<file path="src/hdl/fixed_slot_free_list_allocator_assert.svh">
// Assertion macros shared by the free list allocator RTL.
// Include with the bare file name; the macros are empty in synthesis.
`ifndef FIXED_SLOT_FREE_LIST_ALLOCATOR_ASSERT_SVH
`define FIXED_SLOT_FREE_LIST_ALLOCATOR_ASSERT_SVH
`ifndef SYNTHESIS
// same-cycle implication
`define FSL_ASSERT_IMPL(lbl, clk, rst_n, ante, cons) \
  lbl: assert property (@(posedge clk) disable iff (!rst_n) (ante) |-> (cons)) \
    else $error("fsl: assertion failed");
// next-cycle implication
`define FSL_ASSERT_NEXT(lbl, clk, rst_n, ante, cons) \
  lbl: assert property (@(posedge clk) disable iff (!rst_n) (ante) |=> (cons)) \
    else $error("fsl: assertion failed");
`else
`define FSL_ASSERT_IMPL(lbl, clk, rst_n, ante, cons)
`define FSL_ASSERT_NEXT(lbl, clk, rst_n, ante, cons)
`endif
`endif

</file>
<file path="src/hdl/fsl_pkg.sv">
// Shared types, codes and widths of the free list slot allocator.
// No dependencies; imported by the front, queue, back and top modules of the block.
package fsl_pkg;

  // default build sizes
  localparam int unsigned MAX_SLOTS_DEF  = 1024;
  localparam int unsigned MAX_STRIDE_DEF = 1024;

  // field widths
  localparam int unsigned OP_W       = 2;
  localparam int unsigned OFF_W      = 20;
  localparam int unsigned STATUS_W   = 2;
  localparam int unsigned GSLOT_W    = 10;
  localparam int unsigned CNT_W      = 11;
  localparam int unsigned STRIDE_W   = 11;
  localparam int unsigned CFG_IDX_W  = 1;
  localparam int unsigned CFG_DATA_W = 11;

  // serial divider: one quotient bit per step
  localparam int unsigned DIV_STEPS = OFF_W;
  localparam int unsigned STEP_W    = $clog2(DIV_STEPS + 1);
  localparam int unsigned REM_W     = STRIDE_W + 1;

  // request queue between front and back
  localparam int unsigned QUEUE_DEPTH = 2;
  localparam int unsigned QPTR_W      = $clog2(QUEUE_DEPTH);
  localparam int unsigned QCNT_W      = $clog2(QUEUE_DEPTH + 1);

  // operation codes
  localparam logic [OP_W-1:0] OP_INIT  = 2'd0;
  localparam logic [OP_W-1:0] OP_ALLOC = 2'd1;
  localparam logic [OP_W-1:0] OP_FREE  = 2'd2;
  localparam logic [OP_W-1:0] OP_NOP   = 2'd3;

  // status codes
  localparam logic [STATUS_W-1:0] ST_OK         = 2'd0;
  localparam logic [STATUS_W-1:0] ST_EMPTY      = 2'd1;
  localparam logic [STATUS_W-1:0] ST_BAD_OFFSET = 2'd2;
  localparam logic [STATUS_W-1:0] ST_BAD_CFG    = 2'd3;

  // register indexes
  localparam logic [CFG_IDX_W-1:0] REG_SLOT_COUNT  = 1'b0;
  localparam logic [CFG_IDX_W-1:0] REG_SLOT_STRIDE = 1'b1;

  // request class decided by the front
  typedef enum logic [2:0] {
    CLS_NOP,
    CLS_INIT,
    CLS_ALLOC,
    CLS_FREE,
    CLS_BAD_CFG
  } cls_t;

  typedef struct packed {
    cls_t             cls;
    logic [OFF_W-1:0] offset;
  } q_entry_t;

  typedef struct packed {
    logic [STRIDE_W-1:0] stride;
    logic [CNT_W-1:0]    count;
  } cfg_t;

endpackage

</file>
<file path="src/hdl/fsl_front.sv">
// Front of the allocator: configuration registers, request check and classification.
// Depends on fsl_pkg.
module fsl_front
  import fsl_pkg::*;
#(
  parameter int unsigned MAX_STRIDE = MAX_STRIDE_DEF
) (
  input  logic                  clk,
  input  logic                  rst_n,
  input  logic                  cfg_we,
  input  logic [CFG_IDX_W-1:0]  cfg_index,
  input  logic [CFG_DATA_W-1:0] cfg_wdata,
  input  logic                  in_valid,
  output logic                  in_stall,
  input  logic [OP_W-1:0]       in_op,
  input  logic [OFF_W-1:0]      in_payload_offset,
  output logic                  push_valid,
  input  logic                  push_ready,
  output q_entry_t              push_entry,
  output cfg_t                  cfg
);

  logic [CNT_W-1:0]    count_r;
  logic [STRIDE_W-1:0] stride_r;
  logic                cfg_ok;
  cls_t                cls;

  // configuration registers
  always_ff @(posedge clk) begin
    if (!rst_n) begin
      count_r  <= CNT_W'(MAX_SLOTS_DEF);
      stride_r <= STRIDE_W'(64);
    end else if (cfg_we) begin
      case (cfg_index)
        REG_SLOT_COUNT:  count_r  <= CNT_W'(cfg_wdata);
        REG_SLOT_STRIDE: stride_r <= STRIDE_W'(cfg_wdata);
        default: ;
      endcase
    end
  end

  // stride must be a nonzero multiple of four within range, count nonzero
  assign cfg_ok = (count_r != '0) && (stride_r != '0) && (stride_r[1:0] == 2'b00)
                  && (32'(stride_r) <= MAX_STRIDE);

  // classify the request
  always_comb begin
    case (in_op)
      OP_INIT:  cls = CLS_INIT;
      OP_ALLOC: cls = CLS_ALLOC;
      OP_FREE:  cls = CLS_FREE;
      default:  cls = CLS_NOP;
    endcase
    if ((in_op != OP_NOP) && !cfg_ok) begin
      cls = CLS_BAD_CFG;
    end
  end

  assign push_valid        = in_valid;
  assign in_stall          = !push_ready;
  assign push_entry.cls    = cls;
  assign push_entry.offset = in_payload_offset;
  assign cfg.count         = count_r;
  assign cfg.stride        = stride_r;

endmodule

</file>
<file path="config.mk">
export PLATFORM = sky130hd
export DESIGN_NAME = fsl_front
export DESIGN_NICKNAME = d
export VERILOG_FILES = /design/src/hdl/fixed_slot_free_list_allocator_assert.svh /design/src/hdl/fsl_pkg.sv /design/src/hdl/fsl_front.sv
export SDC_FILE = /design/constraint.sdc
export NUM_CORES = 1
export LEC_CHECK = 0
export BUFFER_PORTS_ARGS = -buffer_cell sky130_fd_sc_hd__buf_2
export CAP_MARGIN = 40
export CORE_MARGIN = 3
export CORE_UTILIZATION = 39
export DETAILED_ROUTE_END_ITERATION = 8
export PLACE_DENSITY = 0.77
export SLEW_MARGIN = 20
export SYNTH_ARGS = -nofsm -noshare
export SYNTH_HDL_FRONTEND = slang
export SYNTH_SLANG_ARGS = --single-unit
</file>
<file path="constraint.sdc">
create_clock -name clk -period 2.3 [get_ports clk]
set_input_delay 0.46 -clock clk [delete_from_list [all_inputs] [get_ports clk]]
set_output_delay 0.46 -clock clk [all_outputs]
set_load 0.005 [all_outputs]
</file>
# After elaboration in Yosys (flattened, before gate mapping)
# Cells that the tools add are included.
# Widths: inputs -> output; s select.
dict set report word_totals {
  register_bits 22
  inputBits 39
  out_inout_bits 47
}
dict set report op_classes {
  n_lt_le_gt_ge 1
  n_eq_ne 3
  muxes 2
  bitwise_logic 1
  reduce_logical 12
}
# op count
set op_table {}
lappend op_table {{$reduce_bool 11->1} 2}
lappend op_table {{$le 11x11->1 const B} 1}
lappend op_table {{$pmux 2 s3} 1}
lappend op_table {{$logic_and 1x1->1} 4}
lappend op_table {{$logic_not 2->1} 2}
lappend op_table {{$reduce_and 2->1} 2}
lappend op_table {{$mux 3} 1}
lappend op_table {{$eq 2x1->1 const B} 1}
lappend op_table {{$eq 2x2->1 const B} 1}
lappend op_table {{$logic_not 1->1} 2}
lappend op_table {{$ne 2x2->1 const B} 1}
lappend op_table {{$not 1->1} 1}

# Longest topological paths before layout
dict set report logic_depth {
  ltp_word 7
  depth_mapped 5
  mapped_depth_nobuf 5
}

# Least setup slack after synthesis
# Ideal clock, no wire load.
dict set report synth_timing {
  path_type {register to output}
  start {register stride_r[6]}
  end {output port push_entry[22] in the netlist's numbering}
  arrival_time_ps 1404
  path_slack_ps 436
  stages_incl_launch_ff 4
  n_path_buf 0
  cell_sequence {dfxtp_1 > or4_4 > or3_1 > a31oi_1}
}
# item line
set synth_lines {}
lappend synth_lines {{start: declaration} fsl_front.sv:24} ;# logic [STRIDE_W-1:0] stride_r;
lappend synth_lines {{start signal: assignment} fsl_front.sv:36} ;# REG_SLOT_STRIDE: stride_r <= STRIDE_W'(cfg_wdata);
lappend synth_lines {{end: declaration} fsl_front.sv:19} ;# output q_entry_t push_entry,

==> results by group <==
STA
  • Final WS setup: -28.62 ps
  • F_max: approximately 430 MHz
  • Final Cycle Share: 1.012
  • Final Hold Fails: 0
  • Setup TNS: -33.70 ps
  • Slew @ Worst Pin: 443.0 ps
  • Max Clock Skew: 0 ps
  • Rel. slew slack: 0.7041
  • Endpoints failing setup: 2
  • RSZ-0062 raised after global routing: yes
  • Post-layout min period: ~2300 ps
  • Max-slew violation count: 0

Placed design
  • GP Congestion: 0.7756
  • Number of I/O port buffers: between 40 and 50
  • Dpl ws: 181.5 ps
  • Post-DP HPWL: around 2.0 mm
  • Placed cell count: 192

Worst setup path
  • Origin of the worst setup path: stride_r[6]
  • R2R depth: 3
  • CP Capture Type: primary output
  • Setup slack, reg-to-reg: around 1600 ps
  • Reg2reg end: stride_r[6]
  • Worst Path Max Fanout: 4
  • CP arrival: 1870 ps
  • Start of the worst register-to-register path: stride_r[6]
  • CP endpoint: push_entry[22]
  • Critical Path RT: 1840 ps
  • Critical Path Start Type: flip-flop
  • Worst Setup Path Type: reg2out

Logic synthesis
  • Largest cells by area after synthesis: dfxtp_1 38%, nand2_1 15%, buf_4 14%
  • Synthesized area: about 1100 um^2
  • Synth area leader: dfxtp_1
  • Most common library cells after synthesis: 45 x nand2_1, 22 x dfxtp_1, 21 x buf_4, 20 x a21boi_0, 6 x clkbuf_1
  • Synthesized instance count: between 100 and 150
  • Number of flops mapped to enable cells by yosys: 0
  • Async SR Flop Fraction: 0
  • Post-synth top area share: 0.3834
  • Synth cell types: 23
  • Post-synthesis register bit count: 22
  • Avg Inst Size Synth: 7.976 um^2
  • Register area share after synthesis: 0.3834
  • Cell with the most instances after synthesis: nand2_1
  • Ys flop type: dfxtp_1
  • Ys Warns: 0
  • Syn Nets: 186

Power
  • Internal Power: 0.0005636 W
  • Gate power share: 0.175
  • Leak: roughly 0.60 nW
  • Switching power share of the total: 0.2467
  • Pwr/cell area: 581.2 nW/um^2
  • Tot Pwr: approximately 0.00075 W
  • Switch Pwr: 0.0001846 W
  • Max IR drop VDD: between 300 and 400 uV
  • Sequential Power Share: 0.553
  • Clock share of power: 0.272

Global route
  • Total GRT Usage: 0.1407
  • Total gr overflow: 0
  • Global-route wire length before repair: about 3.9 mm
  • Largest net degree at the start of global routing: 23
  • Vias in the first global route: 859
  • Initial antenna violation count: 0

Clocking
  • Total CTS buffers: 3
  • H-Tree Depth: 1
  • Worst-path clk slew: around 120 ps
  • Root Buffer Master: clkbuf_4
  • Worst skew pair latency: 290 ps
  • Max Buffers Root-to-Sink: 2
  • Clock Sinks: 22
  • CTS tree: yes

Cells and area
  • Diodes inserted: 0
  • Layout cells sized above 1: 0.3373
  • FF/Latch Area: 442.9 um^2
  • Area delta synth->final: 12.09%
  • Area of the multi-input gates: 528.0 um^2
  • Final Instance Count excl. Fillers: 197
  • Fin nets: 209
  • Filler Cells Inserted: approximately 280

Routing
  • Initial drt markers: 15
  • Vias/cell: around 5
  • Via count: 970
  • DRC viols: 0
  • Post-route ant nets: 0
  • TritonRoute pass-1 iters: 4
  • Average routed wire per standard cell: between 10 and 15 um
  • WL final: 2.546 mm

Floorplan
  • Starting density of the core: 0.4130
  • Die W: 60.27 um
  • Die footprint: 3632 um^2
  • Die extent in y: 60.27 um
  • Num ports: 86
  • FP Rows: 19
  • Core area: ~2800 um^2

Status
  • Status: complete, but fails checks
  • Failing checks: negative setup slack

Hold path
  • Worst hold path type: in2reg

Job
  • Max-cap violations: 0
## cells in the final DEF (no fill, tap or decap), types with 2 or more instances in the layout
cell type	netlist	routed
nand3_1	2	2
nand2_1	45	45
clkbuf_4	0	3
ha_1	3	3
dfxtp_1	22	20
buf_2	0	43
buf_4	21	2
or4_4	1	4
a21boi_0	20	20
or3_1	2	2
nor2_1	3	3
dfxtp_2	0	2
nor2b_1	2	2
inv_1	3	3
o21ai_0	2	2
## area by class of cell
type                            count  area share
Inverter                            3    0.008746
Timing Repair Buffer               45      0.1788
Multi-Input combinational cell     92      0.4101
Sequential cell                    22      0.3440
Tap cell                           31     0.03013
Clock buffer                        4     0.02818
## kinds of logic (layout without fill, tap and decap cells)
group	count (synthesis)	count (layout)	synth area share
adders and majority gates	3	3	0.03268
DFF	22	22	0.3834
AOI/OAI and AO/OA	25	25	0.1601
and+or+nand+nor	64	64	0.2571
buffers and inverters	30	52	0.1667
## worst max-delay path, stage by stage, from the launching register on
cell	delay, ps
dfxtp_2	340
or4_4	540
or3_1	370
a31oi_1	180
buf_2	140
## per-layer routing
metal	vias up	global-route usage	part of all wire
li1	498	-	-
met1	421	0.1870	0.46
met2	45	0.2207	0.44
met3	6	0.03672	0.090
met4	0	0.04430	0.0098
met5	-	0	0
## worst min path at each step
stage                       start          end  cells after the start
detailed placement     count_r[1]   count_r[1]                      2
CTS                 cfg_wdata[10]  count_r[10]                      3
global route         cfg_wdata[6]  stride_r[6]                      3
finish              cfg_wdata[10]  count_r[10]                      3
global placement      stride_r[2]  stride_r[2]                      2
floorplan              count_r[7]   count_r[7]                      2
## stage by stage
stage,cell area [um^2],utilization,hold WS [ps]
2_1_floorplan,1149,-,467.5
3_3_place_gp,1230,0.4422,464.8
3_5_place_dp,1230,0.4422,467.0
4_1_cts,1286,0.4624,375.0
5_1_grt,1287,0.4629,387.5
6_report,1287,0.4629,384.3
## registers in the layout (all words and copies together) (netlist names)
name / cells
stride_r: 11
count_r: 11
## power by group through the flow
stage	Clock, W	Sequential [W]	Combinational, W
floorplan	0	0.000421	0.0000947
global placement	0	0.000421	0.000124
detailed placement	0	0.000421	0.000125
CTS	0.000211	0.000413	0.000132
global route	0.000234	0.000417	0.000147
finish	0.000203	0.000414	0.000131
## repair_timing
action / CTS / global route
buffers inserted: 1 / 0
pin swaps: 0 / 1
resized for setup: 4 / 1
setup endpoints to repair: 3 / 3
hold buffers: 0 / 0
Power figures use the tool's default switching activity.
