[config.mk]
export PLATFORM = sky130hd
export DESIGN_NAME = fsl_ram
export DESIGN_NICKNAME = d
export VERILOG_FILES = /design/src/hdl/fixed_slot_free_list_allocator_assert.svh /design/src/hdl/fsl_ram.sv
export SDC_FILE = /design/constraint.sdc
export NUM_CORES = 1
export LEC_CHECK = 0
export BUFFER_PORTS_ARGS = -buffer_cell sky130_fd_sc_hd__buf_4
export CAP_MARGIN = 20
export CORE_UTILIZATION = 54
export CTS_CLUSTER_SIZE = 28
export DETAILED_ROUTE_END_ITERATION = 16
export PLACE_DENSITY = 0.72
export SETUP_SLACK_MARGIN = 0.02
export SKIP_CTS_REPAIR_TIMING = 1
export SLEW_MARGIN = 15
export SYNTH_ARGS = -nofsm -noshare
export SYNTH_HDL_FRONTEND = slang
export SYNTH_SLANG_ARGS = --single-unit
[constraint.sdc]
create_clock -name clk -period 1.95 [get_ports clk]
set_input_delay 0.0975 -clock clk [delete_from_list [all_inputs] [get_ports clk]]
set_output_delay 0.0975 -clock clk [all_outputs]
set_load 0.02 [all_outputs]
[src/hdl/fixed_slot_free_list_allocator_assert.svh]
// Assertion macros shared by the free list allocator RTL.
// Include with the bare file name; the macros are empty in synthesis.
`ifndef FIXED_SLOT_FREE_LIST_ALLOCATOR_ASSERT_SVH
`define FIXED_SLOT_FREE_LIST_ALLOCATOR_ASSERT_SVH
`ifndef SYNTHESIS
// same-cycle implication
`define FSL_ASSERT_IMPL(lbl, clk, rst_n, ante, cons) \
  lbl: assert property (@(posedge clk) disable iff (!rst_n) (ante) |-> (cons)) \
    else $error("fsl: assertion failed");
// next-cycle implication
`define FSL_ASSERT_NEXT(lbl, clk, rst_n, ante, cons) \
  lbl: assert property (@(posedge clk) disable iff (!rst_n) (ante) |=> (cons)) \
    else $error("fsl: assertion failed");
`else
`define FSL_ASSERT_IMPL(lbl, clk, rst_n, ante, cons)
`define FSL_ASSERT_NEXT(lbl, clk, rst_n, ante, cons)
`endif
`endif

[src/hdl/fsl_ram.sv]
// Generic single-write, single-read RAM with registered read data.
// No dependencies.
module fsl_ram #(
  parameter int unsigned WIDTH = 8,
  parameter int unsigned DEPTH = 16
) (
  input  logic                     clk,
  input  logic                     we,
  input  logic [$clog2(DEPTH)-1:0] waddr,
  input  logic [WIDTH-1:0]         wdata,
  input  logic [$clog2(DEPTH)-1:0] raddr,
  output logic [WIDTH-1:0]         rdata
);

  logic [WIDTH-1:0] mem_r [DEPTH];
  logic [WIDTH-1:0] rdata_r;

  // write port, read-first registered read port
  always_ff @(posedge clk) begin
    if (we) begin
      mem_r[waddr] <= wdata;
    end
    rdata_r <= mem_r[raddr];
  end

  assign rdata = rdata_r;

endmodule

# --- Word-level counts from Yosys, hierarchy flattened ---
# Memories as Yosys holds them, arrays and structs flattened. A register that Yosys moved wholly into a read port is not among the register bits.
# Index checks and enable logic that the tools add are counted.
op_classes:
  muxes: 2
ops:
  columns: ["operator", "n"]
  rows:
  - ["1-bit 2-to-1 mux", 2]
totals:
  register_bits: 0
  ram_bits: 128
  out_inout_bits: 8
  elab_cells: 3
  n_memories: 1
mem_list:
  columns: ["memory", "words", "word_bits", "read_ports", "rd_clocked_by_memory_dff", "write_ports", "line", "text"]
  rows:
  - ["mem_r", 16, 8, 1, 1, 1, "fsl_ram.sv:15", "logic [WIDTH-1:0] mem_r [DEPTH];"]

# --- Logic depth before layout (Yosys ltp) ---
# Gate-level depths: netlist (run 1).
depth:
  word_depth: 2
  depth_mapped: 5
  ltp_nobuf: 3

# --- Worst setup path after synthesis (run 1) ---
# OpenSTA, ideal clock, no wires.
synth_timing:
  path_kind: "input -> register"
  startpoint: "input waddr[2]"
  endpoint: "memory mem_r[0][0] (enable)"
  setup_ns: 0.383
  arrival_ns: 1.207
  slack_ns: 0.360
  path_stages: 2
  path_buffers: 0
  path_cell_list: "or3b_2 -> nor3_1"
synth_lines:
  columns: ["element", "line", "text"]
  rows:
  - ["start: declaration", "fsl_ram.sv:9", "input logic [$clog2(DEPTH)-1:0] waddr,"]
  - ["end: declaration", "fsl_ram.sv:15", null]
# Straight into the memory's write port.

==> metrics.txt, run 1 <==
status finished, final reports clean; worst rel slew slack 0.549; Layout Nets 308; CTS max path bufs 2; Global Route met2 Usage 0.350; first-pass GRT wire length 14800 µm; final core occ 0.681; Remaining Overflow, GRT 0; Period Utilization, post-route 0.731; fillcell total 585; core area 0.00924 mm²; number of global-route vias before repair 2525; Reg clk slew, reported paths 0.06 ns; yosys warns 0; die width 99.6 µm; Crit-path slowest cell mux4_1; Max VDD drop 0.672 mV; input/output buffers 25; Detailed Place HPWL 5770 µm; synth-to-layout area growth 22.2%; Synth top area share 0.747; Cell Area, Synth 0.00515 mm²; largest family of logic cells by synthesized area multiplexers; Die Ht 99.6 µm; Mapped Nets 247; via/cell ratio 5.70; largest cells by area after synthesis edfxtp_1 (75%), mux4_2 (7.9%), mux4_1 (7.1%); # clock sinks 136; number of DRC markers in iteration 0 166; largest net degree at the start of global routing 33; antenna diode count 0; die area 0.00993 mm²; Worst Slack Setup Final 0.525 ns; share of post-route cells with drive strength above 1 0.307; initial antenna violation count 0; Largest delay share family, worst path multiplexers; most area-hungry cell type in the Yosys netlist edfxtp_1; Simple-Gate Fraction of Synth Area 0.0318; final WL 9790 µm; final-report hold violation count 0; global-route usage over all layers 0.220; min Tclk post-route 1.43 ns; # DRC 0; max cap viols 0; max-slew violations 0; total number of vias 2462; post-synthesis adder-cell area fraction 0; power density over cell area 1120 mW/mm²; initial core utilization 0.557; synth unique cells 19; FF-to-FF Start mem_r[1][2]; DR WL/cell 22.7 µm; Clock Latency Late Sink 0.51 ns; Syn Area/Cell 22.5 µm²; min-delay src waddr[0]; grt met1 use 0.277; Hold Crit Class primary input to flop; 1st-pass router iterations 4; hold_ws 0.103 ns; I/O pins 26; post-synthesis sequential area ratio 0.778; element type at the critical path end flop; CTS Buf Count 17; Core Rows 35; H-Tree Level Count 4; Worst-Margin Slew 0.674 ns; Clock Tree Root clkbuf_8; RSZ-0062 raised after global routing no; Req. time, crit path 2.34 ns; worst path cell trace mux4_1, a22oi_1, nand2_1; post-synthesis mux area share 0.150; final setup TNS 0 ns; Buf+Inv Stages, Crit Path 0; Synth Area in Compound Gates 0.0233; Worst path max stage delay 0.55 ns; Arr. time, crit path 1.82 ns; final antenna-violating net count 0; worst setup path class flop to flop; setup violators final 0; most used routing layer met2; RD Place Congestion 0.736; Mapped Cells 229; Final Skew 0.00972 ns; xor/xnor share of the synthesized area 0; Leakage 2.16 nW; Startpoint Class flop; CP max FO 1; met3 Usage GRT 0.0710; CTS tree built; Worst Setup SP mem_r[1][2]; FMAX 702 MHz; Post-Place Worst Slack 0.362 ns; register bit total from synthesis 136
per-layer routing:
layer | routed length [µm] | part of all wire
met3 | 561 | 0.057
met2 | 5050 | 0.52
met5 | 0 | 0
met4 | 121 | 0.012
met1 | 4050 | 0.41
logic make-up (layout without fill, tap and decap cells):
group           Yosys count  count (layout)
compound gates           16              16
mux                      32              32
simple gates             35              35
buf+inv                  10              84
flops                   136             136
registers in the layout, summed over array words and instances, names as in the netlist:
register  cells
rdata         8
mem_r       128
report_power, final:
group | switching, W | internal (W) | leakage [nW]
logic | 0.000190 | 0.000161 | 0.630
registers | 0.0000216 | 0.00327 | 1.22
clock network | 0.00114 | 0.00228 | 0.308
total | 0.00135 | 0.00571 | 2.16
worst register-to-register path, stage by stage (launching register included):
cell      delay, ns
edfxtp_1       0.40
mux4_1         0.55
a22oi_1        0.27
nand2_1        0.09
final cells by class:
| type | count | area, µm² | area share |
|---|---|---|---|
| multi-input combinational | 83 | 1060 | 0.168 |
| sequential | 136 | 4000 | 0.636 |
| tap | 129 | 161 | 0.0257 |
| clock buffer | 21 | 449 | 0.0714 |
| clock inverter | 11 | 196 | 0.0312 |
| timing repair buffer | 52 | 423 | 0.0672 |
metrics by stage:
| stage | total power (W) | std cells | instance area [µm²] |
|---|---|---|---|
| 6_report | 0.00706 | 432 | 6290 |
| 5_1_grt | 0.00727 | 432 | 6290 |
| 4_1_cts | 0.00710 | 424 | 6210 |
| 3_5_place_dp | 0.00369 | 392 | 5570 |
| 3_3_place_gp | 0.00368 | 392 | 5570 |
| 2_1_floorplan | 0.00353 | 229 | 5150 |
path summary, 6_finish.rpt:
kind / to / slack [ns] / cells past startpoint
worst max register to register: rdata[2] / 0.52 / 3
worst min register to register: rdata[1] / 0.68 / 3
worst max-delay path: rdata[2] / 0.52 / 3
worst min-delay path: mem_r[8][2] / 0.10 / 3
layout by cell type, fill, tap and decap left out:
master and n:
a22oi_1 16, and2_1 1, and2b_1 1, buf_12 1, buf_4 43, bufinv_16 5, clkbuf_1 2, clkbuf_16 16
clkbuf_8 3, clkinv_2 1, clkinv_4 3, clkinvlp_4 2, dfxtp_1 8, dlygate4sd3_1 8, edfxtp_1 128, mux4_1 14
mux4_2 18, nand2_1 9, nand2b_1 2, nand3_1 1, nand3b_1 2, nor2_1 13, nor2b_1 1, nor3_1 4
or3b_2 1
cell usage after synthesis:
master,count
edfxtp_1,128
clkdlybuf4s25_2,3
mux4_1,14
or3b_2,1
nand3_1,1
and2_1,1
buf_4,1
mux4_2,18
nand3b_1,2
and2b_1,1
buf_6,3
buf_2,3
nor2_1,13
a22oi_1,16
dfxtp_1,8
nand2_1,9
nor2b_1,1
nand2b_1,2
nor3_1,4
Power figures use the tool's default switching activity.
==> inputs of run 2 (changes only) <==
Clock period 1.95 ns to 1.4 ns, I/O delays scaled along.
==> run 2 against run 1 <==
Against the previous run: clock power increased by 28%; critical path depth stayed put; maximum frequency grew 5.1%; non-clock buffer count is 5 higher; first-iteration DRC count up 13%; critical endpoint unchanged.
==> metrics.txt, run 2 (synthesis gave the netlist of run 1 again) <==
DR WL/cell 22.9 µm (was 22.7 µm); Core Rows 35 (unchanged); FMAX 737 MHz (was 702 MHz); power density over cell area 1500 mW/mm² (was 1120 mW/mm²); Crit-path slowest cell mux4_1 (unchanged); Clock Latency Late Sink 0.52 ns (was 0.51 ns); Detailed Place HPWL 6170 µm (was 5770 µm); synth-to-layout area growth 23.3% (was 22.2%); non-filler cells, final 437 (was 432); max cap viols 0 (unchanged); commonest non-fill, non-tap cell in the layout edfxtp_1 (unchanged); Worst-Margin Slew 0.903 ns (was 0.674 ns); core area 0.00924 mm² (unchanged); max-slew violations 0 (unchanged); fillcell total 559 (was 585); Leakage 2.18 nW (was 2.16 nW); Multi-input gate area 0.00109 mm² (was 0.00106 mm²); Final Skew 0.00764 ns (was 0.00972 ns); Worst path max stage delay 0.53 ns (was 0.55 ns); number of flip-flops in the largest register 128 (unchanged); 1st-pass router iterations 4 (unchanged); RSZ-0062 raised after global routing no (unchanged); initial core utilization 0.557 (unchanged); final WL 9990 µm (was 9790 µm); Max VDD drop 0.808 mV (was 0.672 mV); worst setup path class flop to flop (unchanged); Die Ht 99.6 µm (unchanged); final setup TNS 0 ns (unchanged); input/output buffers 25 (unchanged); total number of vias 2509 (was 2462); most used routing layer met2 (unchanged); status finished, final reports clean (unchanged); Global Route met2 Usage 0.377 (was 0.350); # DRC 0 (unchanged); Startpoint Class flop (unchanged); first-pass GRT wire length 15200 µm (was 14800 µm); Clock Tree Root clkbuf_8 (unchanged); setup violators final 0 (unchanged); Buf+Inv Stages, Crit Path 0 (unchanged); via/cell ratio 5.74 (was 5.70); Reg clk slew, reported paths 0.06 ns (about the same); element type at the critical path end flop (unchanged); number of DRC markers in iteration 0 187 (was 166); CP max FO 1 (unchanged); worst path cell trace mux4_1, a22oi_2, nand2_1 (was mux4_1, a22oi_1, nand2_1); Post-Place Worst Slack -0.0316 ns (was 0.362 ns); CTS tree built (unchanged); I/O pins 26 (unchanged); met3 Usage GRT 0.0682 (was 0.0710); Register Area 0.00400 mm² (unchanged); placed insts 397 (was 392); die width 99.6 µm (unchanged); H-Tree Level Count 4 (unchanged); Layout Nets 313 (was 308); grt met1 use 0.286 (was 0.277); number of global-route vias before repair 2568 (was 2525); hold_ws 0.0718 ns (was 0.103 ns); Period Utilization, post-route 0.969 (was 0.731); final-report hold violation count 0 (unchanged); most frequent cells in the layout edfxtp_1 (128), buf_4 (45), mux4_2 (18), clkbuf_16 (16), mux4_1 (14) (was edfxtp_1 (128), buf_4 (43), mux4_2 (18), a22oi_1 (16), clkbuf_16 (16)); CTS max path bufs 2 (unchanged); overall power 0.00950 W (was 0.00706 W); global-route usage over all layers 0.229 (was 0.220); worst rel slew slack 0.396 (was 0.549); share of post-route cells with drive strength above 1 0.341 (was 0.307); Arr. time, crit path 1.76 ns (was 1.82 ns); CTS Buf Count 17 (unchanged); most flop-heavy register mem_r (unchanged); # clock sinks 136 (unchanged); die area 0.00993 mm² (unchanged); RD Place Congestion 0.718 (was 0.736); initial antenna violation count 0 (unchanged); largest net degree at the start of global routing 17 (was 33); final antenna-violating net count 0 (unchanged); Worst Slack Setup Final 0.0439 ns (was 0.525 ns); antenna diode count 0 (unchanged); Largest delay share family, worst path multiplexers (unchanged); min Tclk post-route 1.36 ns (was 1.43 ns); Hold Crit Class primary input to flop (unchanged); Remaining Overflow, GRT 0 (unchanged); Req. time, crit path 1.80 ns (was 2.34 ns)
## run 2: cell types whose count changed in the layout (fill, tap and decap cells not counted), sizes merged
| cell | delta |
|---|---|
| buf | +5 |
| bufinv | -2 |
| clkbuf | -4 |
| clkinv | +5 |
| inv | +1 |
## run 2: worst paths after layout
check | cells after the start | from | slack, ns | endpoint
hold / removal | 3 | waddr[0] | 0.07 | mem_r[0][0]
hold reg to reg | 3 | mem_r[15][1] | 0.67 | rdata[1]
setup reg to reg | 3 | mem_r[2][2] | 0.04 | rdata[2]
setup / recovery | 3 | mem_r[2][2] | 0.04 | rdata[2]
## run 2: power breakdown
| part | total (W) | internal (W) | switching, W |
|---|---|---|---|
| logic | 0.000526 | 0.000249 | 0.000277 |
| clock network | 0.00439 | 0.00271 | 0.00168 |
| registers | 0.00459 | 0.00455 | 0.0000341 |
## run 2: routing by layer
| layer | share of wire | up-vias |
|---|---|---|
| met2 | 0.52 | 101 |
| met1 | 0.38 | 1286 |
| met4 | 0.019 | 0 |
| met5 | 0 | - |
| li1 | - | 1104 |
| met3 | 0.073 | 18 |
## run 2: area by class of cell
class | instances | area share
multi-input combinational | 83 | 0.172
tap | 129 | 0.0254
clock buffer | 17 | 0.0652
clock inverter | 15 | 0.0282
sequential | 136 | 0.631
timing repair buffer | 57 | 0.0784
## run 2: worst reg2reg max path: cells and delay by family (launching register included)
family	cells	cell delay, ns
muxes	1	0.53
AOI/OAI and AO/OA	1	0.25
and+or+nand+nor	1	0.09
DFF	1	0.37
## run 2: stage by stage
stage,instance area [µm²],utilization
2_1_floorplan,5150,-
3_3_place_gp,5650,0.611
3_5_place_dp,5650,0.611
4_1_cts,6240,0.675
5_1_grt,6350,0.687
6_report,6350,0.687
==> inputs of run 3 (changes only) <==
Settings changed: CORE_MARGIN from default to 3.
==> run 3 against run 2 <==
Against the previous run: die area up 8.2%; critical path depth unchanged; hold slack worse by 0.022 ns; clock skew up 0.0024 ns; maximum frequency up 0.69%; sequential power about the same; first-iteration DRC count down 15%; sequential share of layout area up 0.16 points; highest routed layer unchanged.
==> metrics.txt, run 3 (synthesis gave the netlist of run 1 again) <==
min Tclk post-route 1.35 ns (was 1.36 ns); Arr. time, crit path 1.73 ns (was 1.76 ns); commonest non-fill, non-tap cell in the layout edfxtp_1 (unchanged); share of post-route cells with drive strength above 1 0.342 (was 0.341); Clock Latency Late Sink 0.51 ns (was 0.52 ns); total number of vias 2459 (was 2509); CTS max path bufs 2 (unchanged); hold_ws 0.0499 ns (was 0.0718 ns); 1st-pass router iterations 4 (unchanged); Hold Crit Class primary input to flop (unchanged); fin area 0.00633 mm² (was 0.00635 mm²); status finished, final reports clean (unchanged); Leakage 2.18 nW (about the same); largest net degree at the start of global routing 17 (unchanged); die area 0.0107 mm² (was 0.00993 mm²); final core occ 0.705 (was 0.687); fillcell total 533 (was 559); CTS tree built (unchanged); Clock Tree Root clkbuf_8 (unchanged); Period Utilization, post-route 0.962 (was 0.969); # clock sinks 136 (unchanged); most flop-heavy register mem_r (unchanged); H-Tree Level Count 4 (unchanged); global-route usage over all layers 0.198 (was 0.229); I/O pins 26 (unchanged); Layout Nets 315 (was 313); via/cell ratio 5.64 (was 5.74); worst rel slew slack 0.718 (was 0.396); core area 0.00898 mm² (was 0.00924 mm²); max cap viols 0 (unchanged); Final Skew 0.0101 ns (was 0.00764 ns); die width 104 µm (was 99.6 µm); synth-to-layout area growth 23.0% (was 23.3%); final WL 9690 µm (was 9990 µm); worst setup path class flop to flop (unchanged); power density over cell area 1480 mW/mm² (was 1500 mW/mm²); Largest delay share family, worst path multiplexers (unchanged); CTS Buf Count 17 (unchanged); DR WL/cell 22.2 µm (was 22.9 µm); # DRC 0 (unchanged); antenna diode count 0 (unchanged); final antenna-violating net count 0 (unchanged); RD Place Congestion 0.763 (was 0.718); Max VDD drop 0.925 mV (was 0.808 mV); worst path cell trace mux4_2, a22oi_1, nand2_1 (was mux4_1, a22oi_2, nand2_1); most frequent cells in the layout edfxtp_1 (128), buf_4 (46), mux4_2 (19), clkbuf_16 (16) (was edfxtp_1 (128), buf_4 (45), mux4_2 (18), clkbuf_16 (16), mux4_1 (14)); number of global-route vias before repair 2635 (was 2568); Req. time, crit path 1.78 ns (was 1.80 ns); final-report hold violation count 0 (unchanged); element type at the critical path end flop (unchanged); number of flip-flops in the largest register 128 (unchanged); Reg clk slew, reported paths 0.06 ns (about the same); first-pass GRT wire length 15300 µm (was 15200 µm); Buf+Inv Stages, Crit Path 0 (unchanged); Worst-Margin Slew 0.423 ns (was 0.903 ns); Crit-path slowest cell mux4_2 (was mux4_1); number of DRC markers in iteration 0 159 (was 187); Post-DP Area 0.00565 mm² (about the same); max-slew violations 0 (unchanged); Worst path max stage delay 0.49 ns (was 0.53 ns); Detailed Place HPWL 6150 µm (was 6170 µm); CP max FO 1 (unchanged); FMAX 743 MHz (was 737 MHz); RSZ-0062 raised after global routing no (unchanged); initial core utilization 0.573 (was 0.557); Startpoint Class flop (unchanged); setup violators final 0 (unchanged); Core Rows 34 (was 35); input/output buffers 25 (unchanged); initial antenna violation count 0 (unchanged); Remaining Overflow, GRT 0 (unchanged); Die Ht 104 µm (was 99.6 µm)
run 3: changes by cell type in the layout (fill, tap and decap cells not counted), sizes merged:
cell / before / now
clkinv: 9 / 7
clkinvlp: 2 / 4
buf: 49 / 50
clkbuf: 17 / 18
dlygate4sd3: 8 / 9
inv: 1 / 0
run 3: tightest hold or removal path, stage by stage:
cell,delay (ns)
buf_4,0.09
nor2b_1,0.20
a22oi_1,0.11
nand2_1,0.05
run 3: final timing paths:
check | slack (ns) | depth (start not counted) | to | startpoint
worst max register to register | 0.05 | 3 | rdata[6] | mem_r[5][6]
worst min register to register | 0.67 | 3 | rdata[2] | mem_r[14][2]
worst max-delay path | 0.05 | 3 | rdata[6] | mem_r[5][6]
worst min-delay path | 0.05 | 4 | rdata[2] | raddr[3]
run 3: power breakdown:
group          internal (W)  switching [W]  total [W]
clock network       0.00269        0.00158    0.00427
logic              0.000248       0.000275   0.000523
registers           0.00455      0.0000327    0.00459
run 3: metrics by stage:
stage	worst slack [ns]	total power [W]	TNS (ns)	instances
5_1_grt	0.0240	0.00969	0	436
6_report	0.0532	0.00938	0	436
4_1_cts	0.0115	0.00943	0	427
3_5_place_dp	-0.0737	0.00517	-0.156	395
3_3_place_gp	-0.0940	0.00515	-0.149	395
2_1_floorplan	0.0639	0.00492	0	229
run 3: layout make-up:
type | count | area [µm²] | area share
sequential | 136 | 4000 | 0.632
multi-input combinational | 83 | 1080 | 0.170
timing repair buffer | 59 | 515 | 0.0814
clock buffer | 18 | 418 | 0.0660
clock inverter | 14 | 159 | 0.0251
tap | 126 | 158 | 0.0249
run 3: metal layers:
layer	vias to the layer above	part of all wire	global-route usage
met4	0	0.0081	0.0817
met1	1261	0.44	0.264
li1	1109	-	-
met5	-	0	0
met2	83	0.51	0.316
met3	6	0.048	0.0516
