$ cat src/hdl/fixed_slot_free_list_allocator_assert.svh
// Assertion macros shared by the free list allocator RTL.
// Include with the bare file name; the macros are empty in synthesis.
`ifndef FIXED_SLOT_FREE_LIST_ALLOCATOR_ASSERT_SVH
`define FIXED_SLOT_FREE_LIST_ALLOCATOR_ASSERT_SVH
`ifndef SYNTHESIS
// same-cycle implication
`define FSL_ASSERT_IMPL(lbl, clk, rst_n, ante, cons) \
  lbl: assert property (@(posedge clk) disable iff (!rst_n) (ante) |-> (cons)) \
    else $error("fsl: assertion failed");
// next-cycle implication
`define FSL_ASSERT_NEXT(lbl, clk, rst_n, ante, cons) \
  lbl: assert property (@(posedge clk) disable iff (!rst_n) (ante) |=> (cons)) \
    else $error("fsl: assertion failed");
`else
`define FSL_ASSERT_IMPL(lbl, clk, rst_n, ante, cons)
`define FSL_ASSERT_NEXT(lbl, clk, rst_n, ante, cons)
`endif
`endif

$ cat src/hdl/fsl_pkg.sv
// Shared types, codes and widths of the free list slot allocator.
// No dependencies; imported by the front, queue, back and top modules of the block.
package fsl_pkg;

  // default build sizes
  localparam int unsigned MAX_SLOTS_DEF  = 1024;
  localparam int unsigned MAX_STRIDE_DEF = 1024;

  // field widths
  localparam int unsigned OP_W       = 2;
  localparam int unsigned OFF_W      = 20;
  localparam int unsigned STATUS_W   = 2;
  localparam int unsigned GSLOT_W    = 10;
  localparam int unsigned CNT_W      = 11;
  localparam int unsigned STRIDE_W   = 11;
  localparam int unsigned CFG_IDX_W  = 1;
  localparam int unsigned CFG_DATA_W = 11;

  // serial divider: one quotient bit per step
  localparam int unsigned DIV_STEPS = OFF_W;
  localparam int unsigned STEP_W    = $clog2(DIV_STEPS + 1);
  localparam int unsigned REM_W     = STRIDE_W + 1;

  // request queue between front and back
  localparam int unsigned QUEUE_DEPTH = 2;
  localparam int unsigned QPTR_W      = $clog2(QUEUE_DEPTH);
  localparam int unsigned QCNT_W      = $clog2(QUEUE_DEPTH + 1);

  // operation codes
  localparam logic [OP_W-1:0] OP_INIT  = 2'd0;
  localparam logic [OP_W-1:0] OP_ALLOC = 2'd1;
  localparam logic [OP_W-1:0] OP_FREE  = 2'd2;
  localparam logic [OP_W-1:0] OP_NOP   = 2'd3;

  // status codes
  localparam logic [STATUS_W-1:0] ST_OK         = 2'd0;
  localparam logic [STATUS_W-1:0] ST_EMPTY      = 2'd1;
  localparam logic [STATUS_W-1:0] ST_BAD_OFFSET = 2'd2;
  localparam logic [STATUS_W-1:0] ST_BAD_CFG    = 2'd3;

  // register indexes
  localparam logic [CFG_IDX_W-1:0] REG_SLOT_COUNT  = 1'b0;
  localparam logic [CFG_IDX_W-1:0] REG_SLOT_STRIDE = 1'b1;

  // request class decided by the front
  typedef enum logic [2:0] {
    CLS_NOP,
    CLS_INIT,
    CLS_ALLOC,
    CLS_FREE,
    CLS_BAD_CFG
  } cls_t;

  typedef struct packed {
    cls_t             cls;
    logic [OFF_W-1:0] offset;
  } q_entry_t;

  typedef struct packed {
    logic [STRIDE_W-1:0] stride;
    logic [CNT_W-1:0]    count;
  } cfg_t;

endpackage

$ cat src/hdl/fsl_back.sv
// Back of the allocator: free list walker, serial divider and result register.
// Depends on fsl_pkg and the assertion macro header; drives the link store RAM.
`include "fixed_slot_free_list_allocator_assert.svh"
module fsl_back
  import fsl_pkg::*;
#(
  parameter int unsigned MAX_SLOTS = MAX_SLOTS_DEF
) (
  input  logic                           clk,
  input  logic                           rst_n,
  input  cfg_t                           cfg,
  input  logic                           pop_valid,
  input  q_entry_t                       pop_entry,
  output logic                           pop_take,
  output logic                           ram_we,
  output logic [$clog2(MAX_SLOTS)-1:0]   ram_waddr,
  output logic [$clog2(MAX_SLOTS+1)-1:0] ram_wdata,
  output logic [$clog2(MAX_SLOTS)-1:0]   ram_raddr,
  input  logic [$clog2(MAX_SLOTS+1)-1:0] ram_rdata,
  output logic                           out_valid,
  input  logic                           out_stall,
  output logic [STATUS_W-1:0]            out_status,
  output logic [OFF_W-1:0]               out_granted_offset,
  output logic [GSLOT_W-1:0]             out_granted_slot
);

  localparam int unsigned LINK_W = $clog2(MAX_SLOTS + 1);
  localparam int unsigned IDX_W  = $clog2(MAX_SLOTS);
  localparam int unsigned PROD_W = IDX_W + STRIDE_W;
  localparam logic [LINK_W-1:0] NONE_MARK = LINK_W'(MAX_SLOTS);

  typedef enum logic [2:0] {
    S_IDLE,
    S_INIT,
    S_ALLOC,
    S_DIV,
    S_FREE,
    S_OUT
  } state_t;

  state_t              state_r, state_nxt;
  logic [LINK_W-1:0]   head_r, head_nxt;
  logic [LINK_W-1:0]   k_r, k_nxt;
  logic [REM_W-1:0]    rem_r, rem_nxt;
  logic [OFF_W-1:0]    quo_r, quo_nxt;
  logic [STEP_W-1:0]   step_r, step_nxt;
  logic [STATUS_W-1:0] res_status_r, res_status_nxt;
  logic [OFF_W-1:0]    res_goff_r, res_goff_nxt;
  logic [GSLOT_W-1:0]  res_gslot_r, res_gslot_nxt;
  logic                out_valid_r, out_valid_nxt;
  logic [STATUS_W-1:0] out_status_r, out_status_nxt;
  logic [OFF_W-1:0]    out_goff_r, out_goff_nxt;
  logic [GSLOT_W-1:0]  out_gslot_r, out_gslot_nxt;

  logic [31:0]         cnt32;
  logic [LINK_W-1:0]   used;
  logic [IDX_W-1:0]    head_idx;
  logic [PROD_W-1:0]   prod;
  logic [REM_W-1:0]    trial, stride_ext;
  logic                fits;
  logic [31:0]         quo32;
  logic [LINK_W-1:0]   k_inc;

  // slots in use, clipped to the built capacity
  assign cnt32 = 32'(cfg.count);
  assign used  = (cnt32 > MAX_SLOTS) ? LINK_W'(MAX_SLOTS) : LINK_W'(cnt32);

  // the link of the head is read continuously; the read data is registered and ready in the cycle after a pop
  assign head_idx  = head_r[IDX_W-1:0];
  assign ram_raddr = head_idx;
  assign prod      = PROD_W'(head_idx) * PROD_W'(cfg.stride);

  // one restoring division step
  assign stride_ext = REM_W'(cfg.stride);
  assign trial      = {rem_r[REM_W-2:0], quo_r[OFF_W-1]};
  assign fits       = (trial >= stride_ext);
  assign quo32      = 32'(quo_r);
  assign k_inc      = k_r + 1'b1;

  assign pop_take = (state_r == S_IDLE) && pop_valid;

  // sequencer
  always_comb begin
    state_nxt      = state_r;
    head_nxt       = head_r;
    k_nxt          = k_r;
    rem_nxt        = rem_r;
    quo_nxt        = quo_r;
    step_nxt       = step_r;
    res_status_nxt = res_status_r;
    res_goff_nxt   = res_goff_r;
    res_gslot_nxt  = res_gslot_r;
    out_valid_nxt  = out_valid_r && out_stall;
    out_status_nxt = out_status_r;
    out_goff_nxt   = out_goff_r;
    out_gslot_nxt  = out_gslot_r;
    ram_we         = 1'b0;
    ram_waddr      = '0;
    ram_wdata      = '0;

    case (state_r)
      S_IDLE: begin
        if (pop_valid) begin
          res_status_nxt = ST_OK;
          res_goff_nxt   = '0;
          res_gslot_nxt  = '0;
          case (pop_entry.cls)
            CLS_INIT: begin
              k_nxt     = '0;
              state_nxt = S_INIT;
            end
            CLS_ALLOC: begin
              if (head_r >= NONE_MARK) begin
                res_status_nxt = ST_EMPTY;
                state_nxt      = S_OUT;
              end else begin
                state_nxt = S_ALLOC;
              end
            end
            CLS_FREE: begin
              rem_nxt   = '0;
              quo_nxt   = pop_entry.offset;
              step_nxt  = '0;
              state_nxt = S_DIV;
            end
            CLS_BAD_CFG: begin
              res_status_nxt = ST_BAD_CFG;
              state_nxt      = S_OUT;
            end
            default: state_nxt = S_OUT;
          endcase
        end
      end

      // chain each slot to the next, the last one to the none marker
      S_INIT: begin
        ram_we    = 1'b1;
        ram_waddr = k_r[IDX_W-1:0];
        if (k_inc == used) begin
          ram_wdata = NONE_MARK;
          head_nxt  = '0;
          state_nxt = S_OUT;
        end else begin
          ram_wdata = k_inc;
          k_nxt     = k_inc;
        end
      end

      // pop the head, unlink it and grant it
      S_ALLOC: begin
        ram_we        = 1'b1;
        ram_waddr     = head_idx;
        ram_wdata     = NONE_MARK;
        head_nxt      = ram_rdata;
        res_goff_nxt  = OFF_W'(prod);
        res_gslot_nxt = GSLOT_W'(head_idx);
        state_nxt     = S_OUT;
      end

      S_DIV: begin
        rem_nxt  = fits ? trial - stride_ext : trial;
        quo_nxt  = {quo_r[OFF_W-2:0], fits};
        step_nxt = step_r + 1'b1;
        if (step_r == STEP_W'(DIV_STEPS - 1)) begin
          state_nxt = S_FREE;
        end
      end

      // exact multiple and inside the slots in use: push in front of the head; else bad offset
      S_FREE: begin
        if ((rem_r != '0) || (quo32 >= 32'(used))) begin
          res_status_nxt = ST_BAD_OFFSET;
        end else begin
          ram_we    = 1'b1;
          ram_waddr = quo32[IDX_W-1:0];
          ram_wdata = head_r;
          head_nxt  = LINK_W'(quo32);
        end
        state_nxt = S_OUT;
      end

      // hand the result over once the output register is free
      S_OUT: begin
        if (!out_valid_r || !out_stall) begin
          out_valid_nxt  = 1'b1;
          out_status_nxt = res_status_r;
          out_goff_nxt   = res_goff_r;
          out_gslot_nxt  = res_gslot_r;
          state_nxt      = S_IDLE;
        end
      end

      default: state_nxt = S_IDLE;
    endcase
  end

  // state and registered outputs
  always_ff @(posedge clk) begin
    if (!rst_n) begin
      state_r     <= S_IDLE;
      head_r      <= NONE_MARK;
      out_valid_r <= 1'b0;
    end else begin
      state_r     <= state_nxt;
      head_r      <= head_nxt;
      out_valid_r <= out_valid_nxt;
    end
    k_r          <= k_nxt;
    rem_r        <= rem_nxt;
    quo_r        <= quo_nxt;
    step_r       <= step_nxt;
    res_status_r <= res_status_nxt;
    res_goff_r   <= res_goff_nxt;
    res_gslot_r  <= res_gslot_nxt;
    out_status_r <= out_status_nxt;
    out_goff_r   <= out_goff_nxt;
    out_gslot_r  <= out_gslot_nxt;
  end

  assign out_valid          = out_valid_r;
  assign out_status         = out_status_r;
  assign out_granted_offset = out_goff_r;
  assign out_granted_slot   = out_gslot_r;

  `FSL_ASSERT_IMPL(a_init_in_range, clk, rst_n, state_r == S_INIT, k_r < used)
  `FSL_ASSERT_IMPL(a_fail_no_grant, clk, rst_n, out_valid_r && (out_status_r != ST_OK), (out_goff_r == '0) && (out_gslot_r == '0))
  `FSL_ASSERT_NEXT(a_alloc_pops, clk, rst_n, state_r == S_ALLOC, head_r == $past(ram_rdata))

endmodule

$ cat config.mk
export PLATFORM = sky130hd
export DESIGN_NAME = fsl_back
export DESIGN_NICKNAME = d
export VERILOG_FILES = /design/src/hdl/fsl_pkg.sv /design/src/hdl/fsl_back.sv
export VERILOG_INCLUDE_DIRS = /design/src /design/src/hdl
export SDC_FILE = /design/constraint.sdc
export NUM_CORES = 1
export LEC_CHECK = 0
export ABC_AREA = 1
export ABC_CLOCK_PERIOD_IN_PS = 6850
export CELL_PAD_IN_SITES_DETAIL_PLACEMENT = 0
export CELL_PAD_IN_SITES_GLOBAL_PLACEMENT = 2
export CORE_MARGIN = 1.5
export CORE_UTILIZATION = 40
export CTS_BUF_LIST = sky130_fd_sc_hd__clkbuf_4
export DETAILED_ROUTE_END_ITERATION = 10
export DONT_BUFFER_PORTS = 1
export PLACE_DENSITY_LB_ADDON = 0.15
export SYNTH_ARGS = -nofsm -noshare
export SYNTH_HDL_FRONTEND = slang
export SYNTH_SLANG_ARGS = --single-unit
$ cat constraint.sdc
create_clock -name clk -period 6.85 [get_ports clk]
set_clock_uncertainty 0.2 [all_clocks]
set_input_delay 0.685 -clock clk [delete_from_list [all_inputs] [get_ports clk]]
set_output_delay 0.685 -clock clk [all_outputs]
set_load 0.02 [all_outputs]
# Word level (Yosys, flattened, before mapping)
# Index checks and enable logic that the tools add are counted.
[classes]
n_mul = 1
magnitude_cmp = 4
n_eq_ne = 20
addsub = 3
n_mux = 43
n_reduce_logical = 22
[ops]
columns = ["operator", "count"]
rows = [
  ["two-way mux 11 bit", 8],
  ["case mux 20 bit (2 select lines)", 2],
  ["case mux 11 bit (3 select lines)", 2],
  ["two-way mux 20 bit", 3],
  ["two-way mux 12 bit", 3],
  ["case mux 10 bit (3 select lines)", 1],
  ["case mux 12 bit (2 select lines)", 1],
  ["case mux 11 bit (2 select lines)", 1],
  ["greater-or-equal comparator 20 x 11 -> 1 bit", 1],
  ["multiplier 10 x 11 -> 20 bit", 1],
  ["two-way mux 10 bit", 2],
  ["case mux 10 bit (2 select lines)", 1],
  ["two-way mux 3 bit", 5],
  ["case mux 3 bit (5 select lines)", 1],
  ["!= test 2 bit, second input constant", 7],
  ["equality test 3 x 2 -> 1 bit, second input constant", 4],
  ["greater-or-equal comparator 12 x 11 -> 1 bit", 1],
  ["nonzero test 12 bit", 1],
  ["subtractor 12 x 11 -> 12 bit", 1],
  ["adder 11 x 1 -> 11 bit, second input constant", 1],
  ["equality test 11 bit", 1],
  ["greater-or-equal comparator 11 bit, second input constant", 1],
  ["> comparator 11 bit, second input constant", 1],
  ["two-way mux 5 bit", 2],
  ["21 further kinds", 41],
]
[totals]
reg_bits = 127
word_cells = 106
in_bits = 60
output_inout_bits = 66

# Logic depth before layout (Yosys ltp)
[depth]
word_depth = 6
ltp_mapped = 21
depth_no_buf = 20

# Least setup slack after synthesis
# OpenSTA, ideal clock, no wires.
[synth_timing]
path_kind = "input -> register"
start = "input port cfg[16] in the netlist's numbering"
end = "register res_goff_r[17] (data pin)"
t_arrival_ns = 5.007
path_buffers = 1
stages = 21
required_time_ns = 6.389
slack_ns = 1.382
cell_sequence = "clkbuf_1 > nand2_1 > fa_1 > inv_1 > fa_1 > inv_1 > fa_1 > inv_1 > fa_1 > inv_1 > fa_1 > inv_1 > ha_1 > a21oi_1 > o21ai_0 > inv_1 > nand2_1 > a21oi_1 > o21ai_0 > o21ai_0 > a21oi_1"
[synth_between]
elab_chain_cells = 2
[synth_lines]
columns = ["element", "line", "source"]
rows = [
  ["start: declaration", "fsl_back.sv:11", "input cfg_t cfg,"],
  ["multiplier 10 x 11 -> 20 bit", "fsl_back.sv:71", "assign prod = PROD_W'(head_idx) * PROD_W'(cfg.stride);"],
  ["case mux 20 bit (2 select lines)", "fsl_back.sv:101", "case (state_r)"],
  ["end signal: assignment", "fsl_back.sv:213", "res_goff_r <= res_goff_nxt;"],
  ["end: declaration", "fsl_back.sv:48", "logic [OFF_W-1:0] res_goff_r, res_goff_nxt;"],
]
# No other way between the ends.
# A chain may end at the register's enable or synchronous reset.

# Worst setup path in the final report
[layout_timing]
start = "register head_r[2]"
end = "register res_goff_r[17] (data pin)"
[layout_between]
elab_chain_cells = 2
[layout_lines]
columns = ["element", "line", "source"]
rows = [
  ["start: declaration", "fsl_back.sv:42", "logic [LINK_W-1:0] head_r, head_nxt;"],
  ["start signal: assignment", "fsl_back.sv:205", "head_r <= head_nxt;"],
  ["multiplier 10 x 11 -> 20 bit", "fsl_back.sv:71", ""],
  ["case mux 20 bit (2 select lines)", "fsl_back.sv:101", ""],
]
# No other way between the ends.

==> key figures <==
Floorplan
  – Initial Util: between 40% and 50%
  – Die X: 164 µm
  – Die Ht: 164 µm
  – Io pins: 126
  – Std-Cell Rows: 58
  – Die area: between 20000 and 30000 µm²
  – Total core area: 25300 µm²

Final layout
  – Util after Layout: 43.2%
  – Area grow syn2layout: 5.64%
  – Share of layout cells above drive strength 1: 5.09%
  – # nets final: 1432

STA
  – Setup violators final: 0
  – RSZ-0062 raised after global routing: false
  – Setup TNS: 0 ns
  – Fin crit period: 5.67 ns
  – Slew Viols, Final: 0
  – Endpoints failing hold: 0
  – Slew Limit Headroom: 16.8%
  – Fmax: 0.176 GHz
  – Final critical-path share of the clock period: 82.8%
  – Tightest Pin Transition: 1.25 ns

Critical path
  – Critical Path RT: between 6 and 7 ns
  – Critical Path Source: head_r[2]$_SDFFE_PN0P_
  – Worst path slowest cell: dfxtp_1
  – Worst Setup Path Type: flop to flop
  – CP most frequent cell: inv_1
  – Startpoint Class: flop
  – Reg2Reg Depth: 20
  – Reg-to-reg slack, setup: 1.18 ns
  – Worst-path cell chain: nand2_1 -> fa_1 -> inv_1 -> fa_1 -> inv_1 -> fa_1 -> inv_1 -> fa_1 -> inv_1 -> fa_1 -> inv_1 -> ha_1 -> a21oi_1 -> o21ai_0 -> inv_1 -> nand2_1 -> a21oi_1 -> o21ai_0 -> o21ai_0 -> a21oi_1
  – Critical R2R Launch: head_r[2]$_SDFFE_PN0P_
  – CP Capture Type: flop
  – Max incr delay on CP: 0.84 ns
  – R2r endpoint: res_goff_r[17]$_SDFFCE_PN0P_
  – CP max FO: 14
  – Setup crit end: res_goff_r[17]$_SDFFCE_PN0P_
  – Worst EP arrival: 5.79 ns

Synth
  – Post-Synth XOR/XNOR Area: 1.44%
  – Count leader, synth: nand2_1
  – Area leader, netlist: edfxtp_1
  – Top_reg_cell synth: edfxtp_1
  – Main combinational cell family by area after synthesis: adder cells
  – Compound-Gate Fraction of Synth Area: between 9 and 10%
  – Mux cell area share after synthesis: 0%
  – Seq/Total Area, Yosys: 35.5%
  – Async set or reset register ratio after synthesis: 0%
  – Post-synth cell types: 46
  – EDFF count, synth: 112
  – Mapped cell area: approximately 10000 µm²
  – Area share of and/or/nand/nor cells after synthesis: 19.7%
  – Post-synthesis adder-cell area fraction: 22.9%
  – Flops & latches, synth: 127
  – Yosys top cell area share: between 30% and 40%
  – Synth cell count leaders: nand2_1 (295), inv_1 (235), edfxtp_1 (112), nor2_1 (100), ha_1 (77)
  – Syn Nets: 1453
  – Mapped Avg Cell Area: 8.28 µm²
  – Synth warn: 0
  – Post-Synthesis Cells: 1246
  – Area contributors post-synth: edfxtp_1 (33%), fa_1 (14%), nand2_1 (11%)

Routing
  – Iter 0 DRT Violations: between 400 and 500
  – Drt first pass iters: 5
  – Post-DR vias/cell: 5.02
  – DRT antenna net count: 0
  – Detailed Route WL: 27.3 mm
  – Via count: 7875
  – Post-route DRC: 0
  – Avg WL per Cell: 17.4 µm

Clocking
  – CTS tree: done
  – Clk slew on worst S/H paths: 0.14 ns
  – Total CTS buffers: 17
  – Clk root buf: clkbuf_4
  – Clock tree buffer depth: 2
  – Htree depth: 4
  – Post-CTS sizing: 0
  – Postcts setup bufs: 0
  – Clk sinks: 127
  – Clock Latency Late Sink: ~0.57 ns

Power
  – P per Cell Area: between 400 and 500 nW/µm²
  – Leak: between 0.005 and 0.006 µW
  – Peak supply drop: 0.243 mV

GRT
  – Gr ovfl total: 0
  – Number of global-route vias before repair: roughly 8000
  – Initial antenna violation count: 1
  – Largest net degree at the start of global routing: 38
  – All-Layer GR Usage: a little over a fifth
  – First-pass GRT wire length: 42.8 mm

Min path
  – Worst hold path class: input port to flop

Run status
  – Status: complete, no violations

Place
  – HPWL Detailed: 21.0 mm
  – RePlAce Congestion: between 0.7 and 0.8
  – Port buffer count: 0

Run
  – Max_cap viols: 0
## cells in the final DEF, fill, tap and decap left out, types with 3 or more instances in the layout
master,instances
xor2_1,10
nor2_4,3
nor4_1,3
a21oi_1,61
dfxtp_1,15
nand4_1,12
nor2_1,100
edfxtp_1,112
a21boi_0,3
nand3_1,46
inv_8,3
nand2_2,4
nor3_1,11
nand2_1,295
inv_6,7
nand3b_1,3
o21ai_0,67
o31ai_1,4
xnor2_1,7
buf_4,10
o21a_1,3
nor3b_1,3
fa_1,70
clkinv_8,3
ha_1,77
clkinv_1,3
o21ai_1,10
o211ai_1,3
inv_2,5
inv_1,235
a31oi_1,9
clkbuf_4,17
## how the worst min path moves through the flow
stage,start,end,slack (ns),depth (start not counted)
floorplan,res_goff_r[0]$_SDFFCE_PN0P_,out_granted_offset[0]$_DFFE_PP_,0.20,0
global placement,res_goff_r[5]$_SDFFCE_PN0P_,out_granted_offset[5]$_DFFE_PP_,0.20,0
detailed placement,res_goff_r[1]$_SDFFCE_PN0P_,out_granted_offset[1]$_DFFE_PP_,0.21,0
CTS,rst_n,head_r[6]$_SDFFE_PN0P_,0.001,2
global route,rst_n,head_r[6]$_SDFFE_PN0P_,0.005,2
finish,rst_n,head_r[6]$_SDFFE_PN0P_,0.05,2
## final cells by class
type	instances	area, µm²
Fill cell	2636	14400
Multi-Input combinational cell	824	5530
Sequential cell	127	3660
Inverter	243	912
Tap cell	330	413
Clock inverter	15	161
Clock buffer	17	128
Timing Repair Buffer	12	95.1
Antenna cell	1	2.50
## flip-flops by register name, indices dropped and copies added, names as in the netlist, 3 cells and up
| register | cells |
|---|---|
| head_r | 11 |
| res_goff_r | 20 |
| step_r | 5 |
| res_gslot_r | 10 |
| out_granted_slot | 10 |
| quo_r | 20 |
| k_r | 11 |
| state_r | 3 |
| out_granted_offset | 20 |
| rem_r | 12 |
## metal layers
metal / GRT usage [%] / part of all wire, % / vias to the layer above
li1: - / - / 3925
met1: 29.1 / 46 / 3763
met2: 34.0 / 47 / 170
met3: 4.52 / 5.5 / 17
met4: 5.21 / 1.2 / 0
met5: 0 / 0 / -
## repair_timing
item	4_1_cts	5_1_grt
hold buffers	1	1
setup endpoints to repair	0	0
endpoints found under the hold margin	4	1
## worst max-delay path, delay by kind of cell (launching register included)
family | cells | cell delay (ns)
fa+ha+maj | 6 | 2.91
simple gates | 2 | 0.26
compound gates | 6 | 0.93
flops | 1 | 0.84
buf+inv | 6 | 0.31
## report_power, final
| part | switching, µW | internal [µW] |
|---|---|---|
| sequential | 293 | 1160 |
| combinational | 1810 | 940 |
| clock | 375 | 169 |
| total | 2480 | 2270 |
## cells by family after synthesis
family,count (synthesis)
AND/OR/NAND/NOR,488
buffers and inverters,295
AO/OA/AOI/OAI,172
adder cells (fa/ha/maj),147
flip-flops,127
XOR/XNOR,17
## per-stage QoR
| step | worst slack (ns) | power [µW] | hold slack (ns) | instances | area (µm²) |
|---|---|---|---|---|---|
| 6_report | 1.18 | 4740 | 0.0500 | 1569 | 10900 |
| 5_1_grt | 0.720 | 5290 | 0.00470 | 1569 | 10900 |
| 4_1_cts | 1.14 | 4820 | 0.00126 | 1567 | 10900 |
| 3_5_place_dp | 1.14 | 4250 | 0.205 | 1534 | 10600 |
| 3_3_place_gp | 1.25 | 4230 | 0.201 | 1534 | 10600 |
| 2_1_floorplan | 1.38 | 3570 | 0.200 | 1246 | 10300 |
Power figures use the tool's default switching activity.
